[src/rtl/ccw_pkg.sv]
// shared types, constants and helpers for the cubic congestion window block
// used by ccw_muldiv and cubic_congestion_window; depends on nothing else
package ccw_pkg;

  // fixed point format of window, threshold and curve values
  localparam int unsigned FRAC_BITS = 16;
  localparam int unsigned BYTE_W    = 40;
  localparam int unsigned WIN_W     = BYTE_W + FRAC_BITS;
  localparam int unsigned TIME_W    = 56;
  localparam int unsigned K_W       = 40;
  localparam int unsigned CNT_W     = 32;
  localparam int unsigned REL_W     = 10;

  localparam logic [63:0] ONE_Q      = 64'(1) << FRAC_BITS;
  localparam logic [WIN_W-1:0] WIN_MAX = {{BYTE_W{1'b1}}, {FRAC_BITS{1'b0}}};
  localparam logic [15:0] SEG_RESET  = 16'd1500;
  localparam logic [WIN_W-1:0] WIN_RESET = WIN_W'(15000) << FRAC_BITS;
  localparam logic [5:0] TSHIFT_RESET = 6'd30;

  // stream payload widths
  localparam int unsigned IN_DATA_W  = 112;
  localparam int unsigned OUT_DATA_W = 192;

  // event kinds carried in tuser
  typedef enum logic [1:0] {
    OP_ACK   = 2'd0,
    OP_NACK  = 2'd1,
    OP_START = 2'd2
  } op_e;

  // register indexes on the configuration port
  typedef enum logic [1:0] {
    REG_SEGMENT  = 2'd0,
    REG_TSHIFT   = 2'd1,
    REG_FRIENDLY = 2'd2,
    REG_FASTCONV = 2'd3
  } reg_idx_e;

  // request to and response from the shared multiply-divide unit
  typedef struct packed {
    logic        start;
    logic [63:0] a;
    logic [63:0] b;
    logic [63:0] d;
  } md_req_t;

  typedef struct packed {
    logic        busy;
    logic        done;
    logic [63:0] q;
    logic [63:0] rem;
  } md_rsp_t;

  // saturate a 64 bit value to 32 bits
  function automatic logic [31:0] sat32(input logic [63:0] v);
    sat32 = (|v[63:32]) ? 32'hFFFF_FFFF : v[31:0];
  endfunction

  // 64 bit add that saturates at all ones
  function automatic logic [63:0] sat_add64(input logic [63:0] a, input logic [63:0] b);
    logic [64:0] s;
    s = {1'b0, a} + {1'b0, b};
    sat_add64 = s[64] ? 64'hFFFF_FFFF_FFFF_FFFF : s[63:0];
  endfunction

endpackage

[src/rtl/ccw_muldiv.sv]
// shared unit computing floor(a*b/d), saturated to 64 bits, plus the remainder
// uses ccw_pkg for the request and response structs
module ccw_muldiv (
  input  logic             clk_i,
  input  logic             rst_ni,
  input  ccw_pkg::md_req_t req_i,
  output ccw_pkg::md_rsp_t rsp_o
);
  import ccw_pkg::*;

  typedef enum logic [4:0] {
    MD_IDLE = 5'b00001,
    MD_MUL  = 5'b00010,
    MD_CHK  = 5'b00100,
    MD_DIV  = 5'b01000,
    MD_DONE = 5'b10000
  } md_state_e;

  md_state_e    state_q, state_d;
  logic [5:0]   cnt_q, cnt_d;
  logic [63:0]  a_q, a_d, b_q, b_d, d_q, d_d;
  logic [63:0]  prod_q, prod_d;
  logic [1:0]   psh_q, psh_d;
  logic [127:0] acc_q, acc_d;
  logic [63:0]  rem_q, rem_d, quo_q, quo_d;

  // sequencer: four 32x32 partial products, then one quotient bit a cycle
  always_comb begin
    logic [31:0] a_sel, b_sel;
    logic [64:0] trial;
    logic        take;
    state_d = state_q;
    cnt_d   = cnt_q;
    a_d     = a_q;
    b_d     = b_q;
    d_d     = d_q;
    prod_d  = prod_q;
    psh_d   = psh_q;
    acc_d   = acc_q;
    rem_d   = rem_q;
    quo_d   = quo_q;
    a_sel   = cnt_q[1] ? a_q[63:32] : a_q[31:0];
    b_sel   = cnt_q[0] ? b_q[63:32] : b_q[31:0];
    trial   = {rem_q, acc_q[63]};
    take    = (trial >= {1'b0, d_q});
    unique case (state_q)
      MD_IDLE: begin
        if (req_i.start) begin
          a_d     = req_i.a;
          b_d     = req_i.b;
          d_d     = req_i.d;
          acc_d   = '0;
          cnt_d   = '0;
          state_d = MD_MUL;
        end
      end
      MD_MUL: begin
        if (cnt_q != 6'd0) begin
          acc_d = acc_q + ({64'd0, prod_q} << {psh_q, 5'd0});
        end
        if (cnt_q[2]) begin
          state_d = MD_CHK;
        end else begin
          prod_d = a_sel * b_sel;
          psh_d  = 2'({1'b0, cnt_q[1]} + {1'b0, cnt_q[0]});
        end
        cnt_d = cnt_q + 6'd1;
      end
      MD_CHK: begin
        if (d_q == 64'd0 || acc_q[127:64] >= d_q) begin
          quo_d   = '1;
          rem_d   = '0;
          state_d = MD_DONE;
        end else begin
          rem_d   = acc_q[127:64];
          cnt_d   = '0;
          state_d = MD_DIV;
        end
      end
      MD_DIV: begin
        rem_d = take ? 64'(trial - {1'b0, d_q}) : trial[63:0];
        quo_d = {quo_q[62:0], take};
        acc_d = {acc_q[127:64], acc_q[62:0], 1'b0};
        cnt_d = cnt_q + 6'd1;
        if (cnt_q == 6'd63) begin
          state_d = MD_DONE;
        end
      end
      MD_DONE: begin
        state_d = MD_IDLE;
      end
      default: begin
        state_d = MD_IDLE;
      end
    endcase
  end

  // control state
  always_ff @(posedge clk_i or negedge rst_ni) begin
    if (!rst_ni) begin
      state_q <= MD_IDLE;
      cnt_q   <= '0;
    end else begin
      state_q <= state_d;
      cnt_q   <= cnt_d;
    end
  end

  // operands and datapath
  always_ff @(posedge clk_i) begin
    a_q    <= a_d;
    b_q    <= b_d;
    d_q    <= d_d;
    prod_q <= prod_d;
    psh_q  <= psh_d;
    acc_q  <= acc_d;
    rem_q  <= rem_d;
    quo_q  <= quo_d;
  end

  assign rsp_o.busy = (state_q != MD_IDLE);
  assign rsp_o.done = (state_q == MD_DONE);
  assign rsp_o.q    = quo_q;
  assign rsp_o.rem  = rem_q;

endmodule

[config.mk]
export PLATFORM = sky130hd
export DESIGN_NAME = ccw_muldiv
export DESIGN_NICKNAME = d
export VERILOG_FILES = /design/src/rtl/ccw_pkg.sv /design/src/rtl/ccw_muldiv.sv
export SDC_FILE = /design/constraint.sdc
export NUM_CORES = 2
export LEC_CHECK = 0
export BUFFER_PORTS_ARGS = -buffer_cell sky130_fd_sc_hd__buf_2
export CORE_UTILIZATION = 49
export DETAILED_ROUTE_END_ITERATION = 8
export PLACE_DENSITY = 0.67
export SYNTH_ARGS = -nofsm -noshare
export SYNTH_HDL_FRONTEND = slang
export SYNTH_SLANG_ARGS = --single-unit
[constraint.sdc]
create_clock -name clk_i -period 24.9 [get_ports clk_i]
set_clock_uncertainty 0.1 [all_clocks]
set_input_delay 0 -clock clk_i [delete_from_list [all_inputs] [get_ports clk_i]]
set_output_delay 0 -clock clk_i [all_outputs]
set_load 0.03 [all_outputs]
# Yosys cells after proc, flatten, opt, wreduce, memory -nomap -nowiden
# Index checks and enable logic that the tools add are counted.
totals:
  ff_bits: 525
  input_bits: 195
  output_inout_bits: 130
  elab_cells: 67
classes:
  n_addsub: 4
  multipliers: 1
  magnitude_cmp: 2
  eq_ne: 13
  shift: 1
  muxes: 18
  bitwise: 2
  n_reduce_logical: 15
ops:
  columns: ["op", "count"]
  rows:
  - ["$pmux 128 s3", 1]
  - ["$mux 128", 2]
  - ["$pmux 64 s2", 2]
  - ["$mux 64", 3]
  - ["$add 128x128->128", 1]
  - ["$shl 64x7->128", 1]
  - ["$ge 65x64->1", 1]
  - ["$ge 64x64->1", 1]
  - ["$logic_not 64->1", 1]
  - ["$mul 32x32->64", 1]
  - ["$mux 32", 2]
  - ["$sub 64x64->64", 1]
  - ["$mux 5", 4]
  - ["$pmux 5 s4", 1]
  - ["$pmux 6 s3", 1]
  - ["$mux 6", 2]
  - ["$ne 2x2->1 const B", 6]
  - ["$reduce_and 3->1", 3]
  - ["$add 6x1->6 const B", 1]
  - ["$eq 6x6->1 const B", 1]
  - ["$reduce_and 2->1", 3]
  - ["$reduce_bool 3->1", 2]
  - ["$reduce_bool 6->1", 1]
  - ["$eq 5x1->1 const B", 1]
  - ["11 further kinds", 13]

# Depth between registers and ports, before layout
depth:
  ltp_word: 4
  ltp_mapped: 34
  ltp_nobuf: 29

# Worst setup path before layout
# OpenSTA, ideal clock, no wires.
synth_timing:
  kind: "register -> register"
  from: "reg cnt_q[1]"
  to: "reg prod_q[63] (data pin)"
  setup_ns: 0.260
  t_arrival_ns: 8.724
  required_time_ns: 24.540
  setup_slack_ns: 15.816
  path_stages_with_launch: 32
  n_path_buf: 4
  period_less_slack_ns: 9.084
  path_cell_list: "dfrtp_1 clkbuf_1 buf_1 buf_1 mux2i_1 clkbuf_1 nor2_1 fa_1 fa_1 inv_1 fa_1 fa_1 inv_1 fa_1 fa_1 fa_1 inv_1 fa_1 inv_1 ha_1 a21o_1 a21o_1 a21o_1 a221o_1 a21o_1 a21bo_2 a211oi_1 nor3_2 a31oi_1 o21ai_1 a21oi_1 xnor2_1"
synth_via:
  elab_chain_len: 2
synth_lines:
  columns: ["element", "line_no", "source"]
  rows:
  - ["start: declaration", "ccw_muldiv.sv:20", "logic [5:0] cnt_q, cnt_d;"]
  - ["start signal: assignment", "ccw_muldiv.sv:105", "cnt_q <= cnt_d;"]
  - ["$mux 32", "ccw_muldiv.sv:42", "a_sel = cnt_q[1] ? a_q[63:32] : a_q[31:0];"]
  - ["$mul 32x32->64", "ccw_muldiv.sv:64", "prod_d = a_sel * b_sel;"]
  - ["end signal: assignment", "ccw_muldiv.sv:114", "prod_q <= prod_d;"]
  - ["end: declaration", "ccw_muldiv.sv:22", "logic [63:0] prod_q, prod_d;"]
# Every way passes these cells.
# A chain may end at the register's enable or synchronous reset.

# Final worst setup path
layout_timing:
  from: "reg cnt_q[0]"
  to: "reg prod_q[63] (data pin)"
layout_via:
  elab_chain_len: 2
layout_lines:
  columns: ["element", "line_no", "source"]
  rows:
  - ["$mux 32", "ccw_muldiv.sv:43", "b_sel = cnt_q[0] ? b_q[63:32] : b_q[31:0];"]
  - ["$mul 32x32->64", "ccw_muldiv.sv:64", null]
# Every way passes these cells.

==> metrics.md <==
| Metric | Value |
|---|---|
| Result of the run | `finished, violations left` |
| Failing checks | `design-rule violations` |
| Ant diodes | `0` |
| Flip-flop and latch count after synthesis | `525` |
| Remaining number of nets flagged by the antenna check after routing | `0` |
| Area occupied by multi-input gates | `45800 sq um` |
| Sequential share of the synthesized area | `0.237` |
| TritonCTS Buffers | `69` |
| Portion of synthesized cell area occupied by the leading cell type | `0.271` |
| Headroom to the max-slew limit | `0.212` |
| Net count of the finished layout | `9185` |
| Category of the critical setup timing path | `flip-flop to flip-flop` |
| Final Hold Fails | `0` |
| Biggest area consumer among synthesized cells | `fa_1` |
| Die boundary width | `370 um` |
| Unrepaired setup endpoints after global routing | `no` |
| Top post-synthesis cells by count | `996 x inv_1, 898 x fa_1, 862 x nor2_1, 716 x nand2_1, 520 x ha_1` |
| Post-synthesis instance area | `66300 sq um` |
| Initial core utilization | `0.495` |
| Clock latency reported for the late side of the worst-skew pair | `710 ps` |
| Drt wl/cell | `24.4 um` |
| Number of distinct library cell variants in the gate-level netlist after synthesis | `96` |
| Post-route fraction of the period consumed by the critical path | `0.413` |
| Final core utilization | `0.567` |
| Number of rows created at floorplan | `134` |
| Setup crit start kind | `flip-flop` |
| Worst endpoint required time | `25230 ps` |
| Number of global-route vias before repair | `56.9k` |
| Die Footprint | `137000 sq um` |
| Shortest clock period the worst path allows after layout | `10280 ps` |
| Number of warnings issued by yosys | `0` |
| Final count of pins violating max slew | `0` |
| Via density per instance | `5.88` |
| GR Util All Layers | `0.335` |
| I/O Buffers | `324` |
| Post-synthesis cell count | `7052` |
| Detailed placement HPWL | `173000 um` |
| Syn Area/Cell | `9.41 sq um` |
| Worst-case clock buffer depth | `3` |
| Largest delay share family, worst path | `adder cells` |
| DR pass1 iterations | `9` |
| Count of endpoints failing setup in the final report | `0` |
| Post-synth EDFFs | `514` |
| Clock Sink Count | `525` |
| Core Region | `134000 sq um` |
| Number of nets in the synthesized netlist | `8665` |
| Synthesis-to-finish area growth | `14.5%` |
| Final instance count without filler cells | `9391` |
| Clock root buffer | `clkbuf_16` |
| Worst Tran Pin Value | `1180 ps` |
| Storage cell area | `15700 sq um` |
| Boundary Pins | `325` |
| Highest clock frequency the design can meet | `97.3 MHz` |
| Total number of vias | `55.2k` |
| Endpoint kind of the worst setup timing path | `flip-flop` |
| Number of buffer and inverter stages on the critical path | `4` |
| Initial antenna violation count | `1` |
| Clock-pin slew reported for the worst setup and hold paths after clock tree synthesis | `60 ps` |
| Cell seen most often among critical-path stages | `fa_1` |
| Class of the worst hold path | `input port to flip-flop` |
| Top cells by area, synth | `fa_1 27%, edfxtp_1 23%, ha_1 9.8%, inv_1 5.6%, nor2_1 4.9%` |
| CTS tree | `yes` |
| Sum Neg Setup Slack | `0 ps` |
| Worst-case hold slack | `296 ps` |
| Gp weighted congestion | `1.00` |
| Data arrival time of the critical path | `10610 ps` |
| Share of layout cells above drive strength 1 | `0.0906` |
| DIE HEIGHT | `370 um` |
| Placed instance count | `8882` |
| Most used standard cell by instance count after synthesis | `inv_1` |
| Share of synthesized registers carrying an async set or reset | `0.0210` |
| Number of violations reported at the end of detailed-routing iteration 0 | `5464` |
| Cell at the slowest stage of the critical path | `mux2_2` |
| Drt drc | `22` |
| Maximum capacitance violations | `0` |
| Largest fanout on the critical path | `35` |
| Pin count of the biggest net entering global routing | `89` |
| Drt total wl | `229000 um` |
| Slack of the worst reg-to-reg path | `14620 ps` |
| Dominant register cell in the synthesized netlist | `edfxtp_1` |
| Largest stage delay on the critical path | `1010 ps` |
| Grt ovf | `0` |
| Wire length of the first global-routing pass | `345000 um` |
| Number of buffers added for setup after CTS | `0` |
| Maximum level of the CTS H-tree | `3` |
| Count of filler cells inserted in the layout | `11.6k` |
cell type report:
| class | count | area share |
|---|---|---|
| Multi-Input combinational cell | 5186 | 0.603 |
| Sequential cell | 525 | 0.207 |
| Timing Repair Buffer | 794 | 0.0805 |
| Inverter | 996 | 0.0492 |
| Tap cell | 1768 | 0.0291 |
| Clock buffer | 84 | 0.0238 |
| Clock inverter | 38 | 0.00710 |
path summary, 6_finish.rpt:
kind                            startpoint          to  cells past startpoint
max in group asynchronous           rst_ni    cnt_q[0]                      3
worst max register to register    cnt_q[0]  prod_q[63]                     27
worst max-delay path              cnt_q[0]  prod_q[63]                     27
worst min register to register    quo_q[3]    quo_q[4]                      1
min in group asynchronous           rst_ni    cnt_q[2]                      3
worst min-delay path            req_i[192]  state_q[0]                      4
tightest hold or removal path, cell delays in order:
cell and delay [ps]:
dlygate4sd3_1 520, buf_2 110, nor2_1 120, a31o_2 300
layout by cell type, fill, tap and decap left out, types with 62 or more instances in the layout:
master / n
a21o_1: 155
a21oi_1: 372
a22oi_1: 65
buf_2: 324
buf_4: 83
clkbuf_16: 70
dlygate4sd3_1: 387
edfxtp_1: 514
fa_1: 898
ha_1: 520
inv_1: 996
mux2_2: 62
nand2_1: 715
nand2b_1: 91
nand4_1: 121
nor2_1: 858
o21ai_0: 290
o21bai_1: 79
xnor2_1: 156
xor2_1: 83
through the flow:
step	worst slack, ps	instance area [sq um]
floorplan	15820	66300
global placement	14820	69700
detailed placement	14750	69700
CTS	14750	76000
global route	14320	76000
finish	14620	76000
logic make-up (layout without fill, tap and decap cells):
kind of cell / after synthesis / in the layout / share of synthesized area
xor+xnor: 239 / 239 / 0.0316
buf+inv: 1341 / 1912 / 0.0771
compound gates: 1253 / 1253 / 0.120
fa+ha+maj: 1418 / 1418 / 0.369
mux: 163 / 163 / 0.0258
simple gates: 2113 / 2113 / 0.139
flops: 525 / 525 / 0.237
layer usage:
metal	GRT usage	vias to the layer above	wire length [um]
li1	-	24364	-
met1	0.415	27218	87000
met2	0.537	2966	104000
met3	0.0744	692	21800
met4	0.194	2	15900
met5	0	-	13
state kept, by name, indices dropped and copies added, names as in the netlist:
signal,cells
prod_q,64
d_q,64
b_q,64
state_q,5
acc_q,128
cnt_q,6
quo_q,64
rem_q,64
a_q,64
psh_q,2
repair_timing:
action,4_1_cts,5_1_grt
hold endpoints to repair,207,0
hold buffers,387,0
resized for setup,0,0
endpoints found under the setup margin,0,0
Power is not shown: default switching activity piles up to over one toggle a cycle in this logic, so the estimate is an artifact.
